==> config.mk <==
export PLATFORM = sky130hd
export DESIGN_NAME = packbits_strided_channel_decoder_flat
export DESIGN_NICKNAME = d
export VERILOG_FILES = /design/src/pbsd_pkg.sv /design/src/pbsd_in_if.sv /design/src/pbsd_out_if.sv /design/src/pbsd_ctrl.sv /design/src/pbsd_dp.sv /design/src/packbits_strided_channel_decoder.sv /design/src/flat_wrapper.sv
export VERILOG_INCLUDE_DIRS = /design/src /design/src/src
export SDC_FILE = /design/constraint.sdc
export NUM_CORES = 1
export LEC_CHECK = 0
export BUFFER_PORTS_ARGS = -buffer_cell sky130_fd_sc_hd__buf_4
export CORE_MARGIN = 4
export CORE_UTILIZATION = 57
export CTS_BUF_LIST = sky130_fd_sc_hd__clkbuf_2 sky130_fd_sc_hd__clkbuf_4 sky130_fd_sc_hd__clkbuf_8
export DETAILED_ROUTE_END_ITERATION = 12
export PLACE_DENSITY = 0.88
export SLEW_MARGIN = 20
export SYNTH_ARGS = -nofsm -noshare
export SYNTH_HDL_FRONTEND = slang
export SYNTH_HIERARCHICAL = 1
export SYNTH_SLANG_ARGS = --single-unit
==> constraint.sdc <==
create_clock -name clk -period 5.71 [get_ports clk]
set_clock_uncertainty 0.1 [all_clocks]
set_input_delay 0.8565 -clock clk [delete_from_list [all_inputs] [get_ports clk]]
set_output_delay 0.8565 -clock clk [all_outputs]
set_load 0.05 [all_outputs]
==> src/packbits_strided_channel_decoder_defines.svh <==
// Assertion macros shared by the PackBits lane decoder.
`ifndef PACKBITS_STRIDED_CHANNEL_DECODER_DEFINES_SVH
`define PACKBITS_STRIDED_CHANNEL_DECODER_DEFINES_SVH

// Same-cycle implication, checked on clk, off while rst_n is low.
`define PBSD_ASSERT_IMP(lbl, ante, cons, msg) \
  lbl: assert property (@(posedge clk) disable iff (!rst_n) (ante) |-> (cons)) \
    else $error(msg);

// Next-cycle implication, checked on clk, off while rst_n is low.
`define PBSD_ASSERT_NXT(lbl, ante, cons, msg) \
  lbl: assert property (@(posedge clk) disable iff (!rst_n) (ante) |=> (cons)) \
    else $error(msg);

`endif

==> src/pbsd_pkg.sv <==
// Types and constants of the PackBits lane decoder.
package pbsd_pkg;

  localparam int CODE_W = 8;
  localparam int LANE_W = 2;
  localparam int ADDR_W = 12;
  localparam int CNT_W  = 8;

  localparam logic [CODE_W-1:0] HDR_NOP  = 8'h80;
  localparam logic [CODE_W-1:0] HDR_MASK = 8'hFF;

  typedef enum logic [3:0] {
    PH_HEADER  = 4'b0001,
    PH_LITERAL = 4'b0010,
    PH_REPEAT  = 4'b0100,
    PH_FULL    = 4'b1000
  } phase_t;

  typedef enum logic [1:0] {
    ST_ACCEPT = 2'b01,
    ST_EMIT   = 2'b10
  } ctl_state_t;

  typedef struct packed {
    logic take;
    logic emit;
  } cmd_t;

  typedef struct packed {
    logic rep_byte;
    logic lit_byte;
    logic emit_last;
  } sts_t;

endpackage

==> src/pbsd_in_if.sv <==
// Input channel: compressed byte, stream start and lane.
interface pbsd_in_if;
  import pbsd_pkg::*;

  logic              valid;
  logic              ready;
  logic [CODE_W-1:0] code_byte;
  logic              stream_start;
  logic [LANE_W-1:0] lane;

  modport source (output valid, output code_byte, output stream_start, output lane,
                  input ready);
  modport sink   (input valid, input code_byte, input stream_start, input lane,
                  output ready);
endinterface

==> src/pbsd_out_if.sv <==
// Result channel: tile write descriptors.
interface pbsd_out_if;
  import pbsd_pkg::*;

  logic              valid;
  logic              ready;
  logic [ADDR_W-1:0] write_address;
  logic [CODE_W-1:0] write_value;
  logic              second_write;
  logic              last_of_run;
  logic              tile_full;
  logic              overrun;

  modport source (output valid, output write_address, output write_value,
                  output second_write, output last_of_run, output tile_full,
                  output overrun, input ready);
  modport sink   (input valid, input write_address, input write_value,
                  input second_write, input last_of_run, input tile_full,
                  input overrun, output ready);
endinterface

==> src/pbsd_ctrl.sv <==
// Controller: input/output handshakes and repeat expansion sequencing.
module pbsd_ctrl (
  input  logic          clk,
  input  logic          rst_n,
  input  logic          in_valid,
  output logic          in_ready,
  output logic          out_valid,
  input  logic          out_ready,
  input  pbsd_pkg::sts_t sts,
  output pbsd_pkg::cmd_t cmd
);
  import pbsd_pkg::*;

  ctl_state_t state_r, state_nxt;
  logic       out_valid_r, out_valid_nxt;
  logic       out_free;

  assign out_free  = !out_valid_r || out_ready;
  assign out_valid = out_valid_r;

  always_comb begin
    state_nxt     = state_r;
    out_valid_nxt = out_valid_r && !out_ready;
    in_ready      = 1'b0;
    cmd           = '0;
    case (state_r)
      ST_ACCEPT: begin
        in_ready = out_free;
        cmd.take = in_valid && out_free;
        if (cmd.take && sts.lit_byte) begin
          out_valid_nxt = 1'b1;
        end
        if (cmd.take && sts.rep_byte) begin
          state_nxt = ST_EMIT;
        end
      end
      ST_EMIT: begin
        cmd.emit = out_free;
        if (out_free) begin
          out_valid_nxt = 1'b1;
          if (sts.emit_last) begin
            state_nxt = ST_ACCEPT;
          end
        end
      end
      default: begin
        state_nxt = ST_ACCEPT;
      end
    endcase
  end

  always_ff @(posedge clk) begin
    if (!rst_n) begin
      state_r     <= ST_ACCEPT;
      out_valid_r <= 1'b0;
    end else begin
      state_r     <= state_nxt;
      out_valid_r <= out_valid_nxt;
    end
  end

endmodule

==> src/pbsd_dp.sv <==
// Datapath: decoder state, run counters, address math and result register.
module pbsd_dp #(
  parameter int PIXELS_PER_TILE = 1024,
  parameter int BYTES_PER_PIXEL = 4
) (
  input  logic                        clk,
  input  logic                        rst_n,
  input  logic [pbsd_pkg::CODE_W-1:0] code_byte,
  input  logic                        stream_start,
  input  logic [pbsd_pkg::LANE_W-1:0] lane,
  input  pbsd_pkg::cmd_t              cmd,
  output pbsd_pkg::sts_t              sts,
  output logic [pbsd_pkg::ADDR_W-1:0] write_address,
  output logic [pbsd_pkg::CODE_W-1:0] write_value,
  output logic                        second_write,
  output logic                        last_of_run,
  output logic                        tile_full,
  output logic                        overrun
);
  import pbsd_pkg::*;

  localparam int PIX_W = $clog2(PIXELS_PER_TILE + 1);
  localparam int CMP_W = (PIX_W > CNT_W) ? PIX_W : CNT_W;

  function automatic logic [ADDR_W-1:0] addr_of(input logic [PIX_W-1:0]  p,
                                                input logic [LANE_W-1:0] l);
    addr_of = ADDR_W'(ADDR_W'(p) * ADDR_W'(BYTES_PER_PIXEL)) + ADDR_W'(l);
  endfunction

  phase_t            phase_r, phase_nxt;
  logic [CNT_W-1:0]  lit_r, lit_nxt;
  logic [CNT_W-1:0]  rep_r, rep_nxt;
  logic [PIX_W-1:0]  pix_r, pix_nxt;
  logic [LANE_W-1:0] lane_r, lane_nxt;

  logic [CNT_W-1:0]  rem_r, rem_nxt;
  logic [PIX_W-1:0]  epix_r, epix_nxt;
  logic [CODE_W-1:0] eval_r, eval_nxt;
  logic              efull_r, efull_nxt;
  logic              eover_r, eover_nxt;

  logic [ADDR_W-1:0] addr_r, addr_nxt;
  logic [CODE_W-1:0] val_r, val_nxt;
  logic              sec_r, sec_nxt;
  logic              last_r, last_nxt;
  logic              full_r, full_nxt;
  logic              over_r, over_nxt;

  phase_t            ph_eff;
  logic [LANE_W-1:0] lane_eff;
  logic [PIX_W-1:0]  pix_eff;
  logic [CNT_W-1:0]  lit_eff;
  logic [CNT_W-1:0]  lit_dec;
  logic [PIX_W-1:0]  pix_inc;
  logic              lit_full;
  logic [CMP_W-1:0]  space_c;
  logic [CMP_W-1:0]  rep_c;
  logic              rep_over;
  logic [CNT_W-1:0]  rep_n;
  logic              rep_full;
  logic              e_last;

  assign ph_eff   = stream_start ? PH_HEADER : phase_r;
  assign lane_eff = stream_start ? lane : lane_r;
  assign pix_eff  = stream_start ? '0 : pix_r;
  assign lit_eff  = stream_start ? '0 : lit_r;
  assign lit_dec  = lit_eff - CNT_W'(1);
  assign pix_inc  = pix_eff + PIX_W'(1);
  assign lit_full = pix_inc >= PIX_W'(PIXELS_PER_TILE);
  assign space_c  = CMP_W'(PIX_W'(PIXELS_PER_TILE) - pix_eff);
  assign rep_c    = CMP_W'(rep_r);
  assign rep_over = rep_c > space_c;
  assign rep_n    = rep_over ? space_c[CNT_W-1:0] : rep_r;
  assign rep_full = CMP_W'(rep_n) == space_c;
  assign e_last   = rem_r <= CNT_W'(2);

  assign sts.rep_byte  = ph_eff == PH_REPEAT;
  assign sts.lit_byte  = ph_eff == PH_LITERAL;
  assign sts.emit_last = e_last;

  always_comb begin
    phase_nxt = phase_r;
    lit_nxt   = lit_r;
    rep_nxt   = rep_r;
    pix_nxt   = pix_r;
    lane_nxt  = lane_r;
    rem_nxt   = rem_r;
    epix_nxt  = epix_r;
    eval_nxt  = eval_r;
    efull_nxt = efull_r;
    eover_nxt = eover_r;
    addr_nxt  = addr_r;
    val_nxt   = val_r;
    sec_nxt   = sec_r;
    last_nxt  = last_r;
    full_nxt  = full_r;
    over_nxt  = over_r;
    if (cmd.take) begin
      if (stream_start) begin
        pix_nxt   = '0;
        lane_nxt  = lane;
        lit_nxt   = '0;
        rep_nxt   = '0;
        phase_nxt = PH_HEADER;
      end
      case (ph_eff)
        PH_HEADER: begin
          if (code_byte < HDR_NOP) begin
            lit_nxt   = CNT_W'(code_byte) + CNT_W'(1);
            phase_nxt = PH_LITERAL;
          end else if (code_byte > HDR_NOP) begin
            rep_nxt   = CNT_W'(code_byte ^ HDR_MASK) + CNT_W'(2);
            phase_nxt = PH_REPEAT;
          end
        end
        PH_LITERAL: begin
          addr_nxt = addr_of(pix_eff, lane_eff);
          val_nxt  = code_byte;
          sec_nxt  = 1'b0;
          last_nxt = 1'b1;
          full_nxt = lit_full;
          over_nxt = lit_full && (lit_dec != '0);
          pix_nxt  = pix_inc;
          lit_nxt  = lit_dec;
          if (lit_full) begin
            phase_nxt = PH_FULL;
          end else if (lit_dec == '0) begin
            phase_nxt = PH_HEADER;
          end
        end
        PH_REPEAT: begin
          rem_nxt   = rep_n;
          epix_nxt  = pix_eff;
          eval_nxt  = code_byte;
          efull_nxt = rep_full;
          eover_nxt = rep_over;
          pix_nxt   = pix_eff + PIX_W'(rep_n);
          rep_nxt   = '0;
          phase_nxt = rep_full ? PH_FULL : PH_HEADER;
        end
        default: begin
        end
      endcase
    end
    if (cmd.emit) begin
      addr_nxt = addr_of(epix_r, lane_r);
      val_nxt  = eval_r;
      sec_nxt  = rem_r > CNT_W'(1);
      last_nxt = e_last;
      full_nxt = e_last && efull_r;
      over_nxt = e_last && eover_r;
      rem_nxt  = e_last ? '0 : rem_r - CNT_W'(2);
      epix_nxt = epix_r + PIX_W'(2);
    end
  end

  always_ff @(posedge clk) begin
    if (!rst_n) begin
      phase_r <= PH_HEADER;
      lit_r   <= '0;
      rep_r   <= '0;
      pix_r   <= '0;
      lane_r  <= '0;
    end else begin
      phase_r <= phase_nxt;
      lit_r   <= lit_nxt;
      rep_r   <= rep_nxt;
      pix_r   <= pix_nxt;
      lane_r  <= lane_nxt;
    end
  end

  always_ff @(posedge clk) begin
    rem_r   <= rem_nxt;
    epix_r  <= epix_nxt;
    eval_r  <= eval_nxt;
    efull_r <= efull_nxt;
    eover_r <= eover_nxt;
    addr_r  <= addr_nxt;
    val_r   <= val_nxt;
    sec_r   <= sec_nxt;
    last_r  <= last_nxt;
    full_r  <= full_nxt;
    over_r  <= over_nxt;
  end

  assign write_address = addr_r;
  assign write_value   = val_r;
  assign second_write  = sec_r;
  assign last_of_run   = last_r;
  assign tile_full     = full_r;
  assign overrun       = over_r;

endmodule

==> src/packbits_strided_channel_decoder.sv <==
// Top level of the PackBits lane decoder: controller, datapath and checks.
//
// Decodes a PackBits byte stream into one byte lane of a tile of PIXELS_PER_TILE
// pixels, BYTES_PER_PIXEL bytes each. A header byte yields no result; a literal
// data byte yields one result. A repeat value byte is accepted and then expanded
// into ceil(n/2) results for a run of n pixels clipped to the tile, since each
// result covers up to two pixels and the single output register is loaded once
// per cycle while free; no new byte is taken until the last result is loaded. A
// stalled result transfer holds the block while out_ch.ready stays low. stream_start
// resets the pixel count, latches the lane and treats its byte as a header; after
// the tile fills, bytes are taken and dropped until the next stream_start.
module packbits_strided_channel_decoder #(
  parameter int PIXELS_PER_TILE = 1024,
  parameter int BYTES_PER_PIXEL = 4
) (
  input logic        clk,
  input logic        rst_n,
  pbsd_in_if.sink    in_ch,
  pbsd_out_if.source out_ch
);
  import pbsd_pkg::*;
  `include "packbits_strided_channel_decoder_defines.svh"

  cmd_t cmd;
  sts_t sts;

  pbsd_ctrl u_ctrl (
    .clk       (clk),
    .rst_n     (rst_n),
    .in_valid  (in_ch.valid),
    .in_ready  (in_ch.ready),
    .out_valid (out_ch.valid),
    .out_ready (out_ch.ready),
    .sts       (sts),
    .cmd       (cmd)
  );

  pbsd_dp #(
    .PIXELS_PER_TILE (PIXELS_PER_TILE),
    .BYTES_PER_PIXEL (BYTES_PER_PIXEL)
  ) u_dp (
    .clk           (clk),
    .rst_n         (rst_n),
    .code_byte     (in_ch.code_byte),
    .stream_start  (in_ch.stream_start),
    .lane          (in_ch.lane),
    .cmd           (cmd),
    .sts           (sts),
    .write_address (out_ch.write_address),
    .write_value   (out_ch.write_value),
    .second_write  (out_ch.second_write),
    .last_of_run   (out_ch.last_of_run),
    .tile_full     (out_ch.tile_full),
    .overrun       (out_ch.overrun)
  );

  `PBSD_ASSERT_IMP(a_take_emit_excl, cmd.take, !cmd.emit, "take and emit in same cycle")
  `PBSD_ASSERT_NXT(a_rep_blocks_in, in_ch.valid && in_ch.ready && sts.rep_byte, !in_ch.ready, "input open during repeat expansion")
  `PBSD_ASSERT_NXT(a_run_continues, out_ch.valid && out_ch.ready && !out_ch.last_of_run, out_ch.valid, "gap inside repeat run")
  `PBSD_ASSERT_IMP(a_overrun_flags, out_ch.valid && out_ch.overrun, out_ch.tile_full && out_ch.last_of_run, "overrun without tile full on last result")

endmodule
==> src/flat_wrapper.sv <==
// flat-port wrapper written by rule: the top's interface ports become plain ports
module packbits_strided_channel_decoder_flat import pbsd_pkg::*;
#(
  parameter int PIXELS_PER_TILE = 1024,
  parameter int BYTES_PER_PIXEL = 4
)
  (clk, rst_n, in_ch_valid, in_ch_code_byte, in_ch_stream_start, in_ch_lane, in_ch_ready, out_ch_valid, out_ch_write_address, out_ch_write_value, out_ch_second_write, out_ch_last_of_run, out_ch_tile_full, out_ch_overrun, out_ch_ready);
  pbsd_in_if in_ch_i ();
  pbsd_out_if out_ch_i ();
  input logic clk;
  input logic rst_n;
  input wire logic [$bits(in_ch_i.valid)-1:0] in_ch_valid;
  input wire logic [$bits(in_ch_i.code_byte)-1:0] in_ch_code_byte;
  input wire logic [$bits(in_ch_i.stream_start)-1:0] in_ch_stream_start;
  input wire logic [$bits(in_ch_i.lane)-1:0] in_ch_lane;
  output wire logic [$bits(in_ch_i.ready)-1:0] in_ch_ready;
  output wire logic [$bits(out_ch_i.valid)-1:0] out_ch_valid;
  output wire logic [$bits(out_ch_i.write_address)-1:0] out_ch_write_address;
  output wire logic [$bits(out_ch_i.write_value)-1:0] out_ch_write_value;
  output wire logic [$bits(out_ch_i.second_write)-1:0] out_ch_second_write;
  output wire logic [$bits(out_ch_i.last_of_run)-1:0] out_ch_last_of_run;
  output wire logic [$bits(out_ch_i.tile_full)-1:0] out_ch_tile_full;
  output wire logic [$bits(out_ch_i.overrun)-1:0] out_ch_overrun;
  input wire logic [$bits(out_ch_i.ready)-1:0] out_ch_ready;
  assign in_ch_i.valid = in_ch_valid;
  assign in_ch_i.code_byte = in_ch_code_byte;
  assign in_ch_i.stream_start = in_ch_stream_start;
  assign in_ch_i.lane = in_ch_lane;
  assign in_ch_ready = in_ch_i.ready;
  assign out_ch_valid = out_ch_i.valid;
  assign out_ch_write_address = out_ch_i.write_address;
  assign out_ch_write_value = out_ch_i.write_value;
  assign out_ch_second_write = out_ch_i.second_write;
  assign out_ch_last_of_run = out_ch_i.last_of_run;
  assign out_ch_tile_full = out_ch_i.tile_full;
  assign out_ch_overrun = out_ch_i.overrun;
  assign out_ch_i.ready = out_ch_ready;
  packbits_strided_channel_decoder #(.PIXELS_PER_TILE(PIXELS_PER_TILE), .BYTES_PER_PIXEL(BYTES_PER_PIXEL)) u_core (.clk(clk), .rst_n(rst_n), .in_ch(in_ch_i), .out_ch(out_ch_i));
endmodule
==> flow_summary.yaml <==
min_path:
  hold_end: "u_core/u_dp/lane_r[0]$_SDFFE_PN0P_"
  hold_wc_startpoint: "u_core/u_dp/lane_r[0]$_SDFFE_PN0P_"
  timing.hold.worst_path_depth: 2
  min-delay-path-class: "reg2reg"
cts:
  clkLatencyLatePin_ns: 0.35
  htree_levels: 3
  cts_buffers: 9
  cts_tree: "built"
  clkSlewWorstSetupHoldPaths_ns: 0.10
  root_buffer: "sky130_fd_sc_hd__clkbuf_8"
  cts-resized-gates: 0
  cts.hold.buffers_added: 0
  cts.sink_count: 88
  postCtsSetupBuffers: 0
  cts.path.max_buffers: 2
setup_path:
  r2r-start: "u_core/u_dp/pix_r[1]$_SDFFE_PN0P_"
  r2r_setup_slack_ns: 0.60
  setup.worst_path.class: "reg2reg"
  crit_start_category: "flop"
  r2r_cells: 21
  crit_fanout: 10
  critical_path.slowest_cell: "sky130_fd_sc_hd__dfxtp_1"
  end_kind: "flop"
  reg2reg_to: "u_core/u_dp/pix_r[10]$_SDFFE_PN0P_"
  critPathMaxStageDelay_ns: 0.57
  critPathArrivalTime_ns: 5.25
  required_time_of_the_worst_setup_path_ns: 5.85
  critical_path.cell_chain: "nor2b_1 -> inv_1 -> ha_1 -> buf_4 -> inv_1 -> o211ai_1 -> and2_1 -> ha_1 -> nand4_1 -> a21oi_1 -> o41a_1 -> nand2_1 -> buf_4 -> o21ai_0 -> ha_1 -> a21o_1 -> a21oi_1 -> o21ai_0 -> and3_1 -> a311oi_1 -> a21oi_1"
sta:
  setup-violations-final: 0
  setup_repair_after_global_routing_missed_its_margin: "false"
  shortest_clock_period_the_worst_path_allows_after_layout_ns: 5.11
  hold_violations: 0
  setup-tns-final_ns: 0
  timing_max_transition_violations_final: 0
  measured_slew_at_the_worst_slew_check_pin_ns: 0.789
  minimum_hold_slack_ns: 0.373
  max_clock_freq_mhz: 196
  timing.slew.headroom_pct: 47.4
  layout_worst_path_cycle_share_pct: 89.6
placed_design:
  detailedPlacementHpwl_um: 11100
  placement.cell_area_um2: 6310
  placement.io_buffers: 40
  gp_congestion: 0.959
cells_and_area:
  diodes: 0
  nets: 728
  final_cell_area_um2: 6580
  synth_to_final_area_change_pct: 10.6
  final_layout_size_suffix_gt1_share_pct: 13.5
  fin_util_pct: 64.3
global_routing:
  grt_start_max_net_pins: 51
  grt_use_total_pct: 25.8
  antenna_found_initial: 0
  grt-ovfl-total: 0
  grt_pass1_wl_um: 24700
  first_global_vias: 5052
status:
  run_status: "finished, final reports clean"
route:
  remaining_drc_errors: 0
  dr.pass1.iters: 5
  avgRoutedWirePerCell_um: 18.8
  initialDrtViolationCount: 457
  vias: 5303
  wl_final_um: 15500
  viasPerCell: 6.43
  ant_nets: 0
synth:
  synth.lib_cells_used.distinct: 80
  ys_async_sr_fraction_pct: 0
  synth_area_per_cell_um2: 8.94
  synth-warning-count: 6
  post_synth_instance_area_um2: 5950
  postSynth.topFlopCell: "sky130_fd_sc_hd__edfxtp_1"
  synth_cells: 666
  synth_edf_count: 52
  synth.yosys.seq_area_share_pct: 38.3
  yosys_register_bits: 88
  synthesis.nets: 710
floorplan:
  die_width_um: 110
  rows: 37
  floorplan.initialDensity_pct: 58.2
  overall_die_area_um2: 12100
  floorplan.io_pins: 41
  fp.coreArea_um2: 10200
  die-height_um: 110
power:
  power.total_mw: 1.55
  max-vdd-ir-drop_mv: 0.164
  pwr_density_cell_nw_per_um2: 235
  static-leakage-power_nw: 2.54
run:
  drv_cap: 0
[worst max path at each step]
stage                                            from                                 end  slack [ns]  depth (start not counted)
finish              u_core/u_dp/pix_r[1]$_SDFFE_PN0P_  u_core/u_dp/pix_r[10]$_SDFFE_PN0P_        0.60                         21
global route        u_core/u_dp/pix_r[1]$_SDFFE_PN0P_  u_core/u_dp/pix_r[10]$_SDFFE_PN0P_        0.29                         21
CTS                                in_ch_stream_start  u_core/u_dp/pix_r[10]$_SDFFE_PN0P_        0.65                         22
detailed placement                 in_ch_stream_start  u_core/u_dp/pix_r[10]$_SDFFE_PN0P_        0.30                         22
global placement                   in_ch_stream_start  u_core/u_dp/pix_r[10]$_SDFFE_PN0P_        0.53                         20
floorplan                          in_ch_stream_start  u_core/u_dp/pix_r[10]$_SDFFE_PN0P_        0.03                         24
[final cells by class]
| class | instances | area [µm²] |
|---|---|---|
| clock buffers | 9 | 124 |
| clock inverters | 7 | 146 |
| fillers | 831 | 3650 |
| flip-flops and latches | 88 | 2280 |
| multi-input cells | 497 | 3340 |
| well taps | 136 | 170 |
| inverters | 38 | 143 |
| repair buffers | 50 | 375 |
[state kept, by name, summed over array words and instances (netlist names), 8 cells and up]
register	cells
u_core/u_dp/write_address	12
u_core/u_dp/pix_r	11
u_core/u_dp/epix_r	10
u_core/u_dp/eval_r	8
u_core/u_dp/lit_r	8
u_core/u_dp/rem_r	8
u_core/u_dp/rep_r	8
u_core/u_dp/write_value	8
[layer usage]
| metal | GRT usage [%] | vias up | part of all wire [%] |
|---|---|---|---|
| met4 | 12.2 | 0 | 4.0 |
| li1 | - | 2505 | - |
| met5 | 0 | - | 0 |
| met3 | 4.31 | 49 | 6.9 |
| met2 | 43.7 | 249 | 48 |
| met1 | 32.1 | 2500 | 41 |
[metrics by stage]
step / worst slack (ns) / instances
after floorplan: 0.0317 / 666
after global placement: 0.526 / 809
after detailed placement: 0.303 / 809
after CTS: 0.654 / 825
after global routing: 0.287 / 825
final: 0.596 / 825
[worst max-delay path: cells and delay by family (launching register included)]
kind,cells,cell delay (ns)
fa+ha+maj,3,0.87
simple gates,5,0.96
buf+inv,4,0.56
compound gates,9,1.93
flops,1,0.57
[where the power goes]
part	switching (mW)	internal, mW	leakage [nW]	total, mW
combinational	0.153	0.103	1.66	0.256
clock	0.240	0.340	0.135	0.580
sequential	0.0250	0.685	0.742	0.710
total	0.418	1.13	2.54	1.55
[cells in the mapped netlist (20+ instances only)]
| library cell | number | area, µm² |
|---|---|---|
| sky130_fd_sc_hd__xnor2_1 | 20 | 175 |
| sky130_fd_sc_hd__clkbuf_1 | 28 | 105 |
| sky130_fd_sc_hd__nor2b_1 | 26 | 163 |
| sky130_fd_sc_hd__ha_1 | 28 | 350 |
| sky130_fd_sc_hd__a21oi_1 | 29 | 145 |
| sky130_fd_sc_hd__o21ai_0 | 56 | 280 |
| sky130_fd_sc_hd__dfxtp_1 | 36 | 721 |
| sky130_fd_sc_hd__inv_1 | 35 | 131 |
| sky130_fd_sc_hd__nand2_1 | 54 | 203 |
| sky130_fd_sc_hd__edfxtp_1 | 52 | 1560 |
| sky130_fd_sc_hd__nand3_1 | 34 | 170 |
| sky130_fd_sc_hd__nor2_1 | 35 | 131 |
[layout by cell type, fill, tap and decap left out, types with 7 or more instances in the layout]
cell                       instances
sky130_fd_sc_hd__nor2b_1          26
sky130_fd_sc_hd__ha_1             28
sky130_fd_sc_hd__nor3_1           15
sky130_fd_sc_hd__nand4_1           9
sky130_fd_sc_hd__o21ai_0          56
sky130_fd_sc_hd__nand3_1          34
sky130_fd_sc_hd__edfxtp_1         52
sky130_fd_sc_hd__nand2b_1          7
sky130_fd_sc_hd__and3_1            7
sky130_fd_sc_hd__a21o_1           13
sky130_fd_sc_hd__a21oi_1          29
sky130_fd_sc_hd__inv_1            35
sky130_fd_sc_hd__mux2_2            9
sky130_fd_sc_hd__xor2_1           10
sky130_fd_sc_hd__a31oi_1           8
sky130_fd_sc_hd__nor2_1           35
sky130_fd_sc_hd__a22oi_1          15
sky130_fd_sc_hd__dfxtp_1          36
sky130_fd_sc_hd__xnor2_1          20
sky130_fd_sc_hd__nand2_1          54
sky130_fd_sc_hd__buf_4            50
sky130_fd_sc_hd__clkbuf_8          9
sky130_fd_sc_hd__and2_1            7
[cell families (layout without fill, tap and decap cells)]
logic type               Yosys count  count (layout)  synth area share (%)
adder cells (fa/ha/maj)           29              29                  6.22
XOR/XNOR                          31              31                  4.79
multiplexers                      15              15                  2.71
AO/OA/AOI/OAI                    194             194                  21.7
buffers and inverters             81             104                  5.65
AND/OR/NAND/NOR                  228             228                  20.6
flip-flops                        88              88                  38.3
Note: power is estimated with default switching activity, not from simulation.
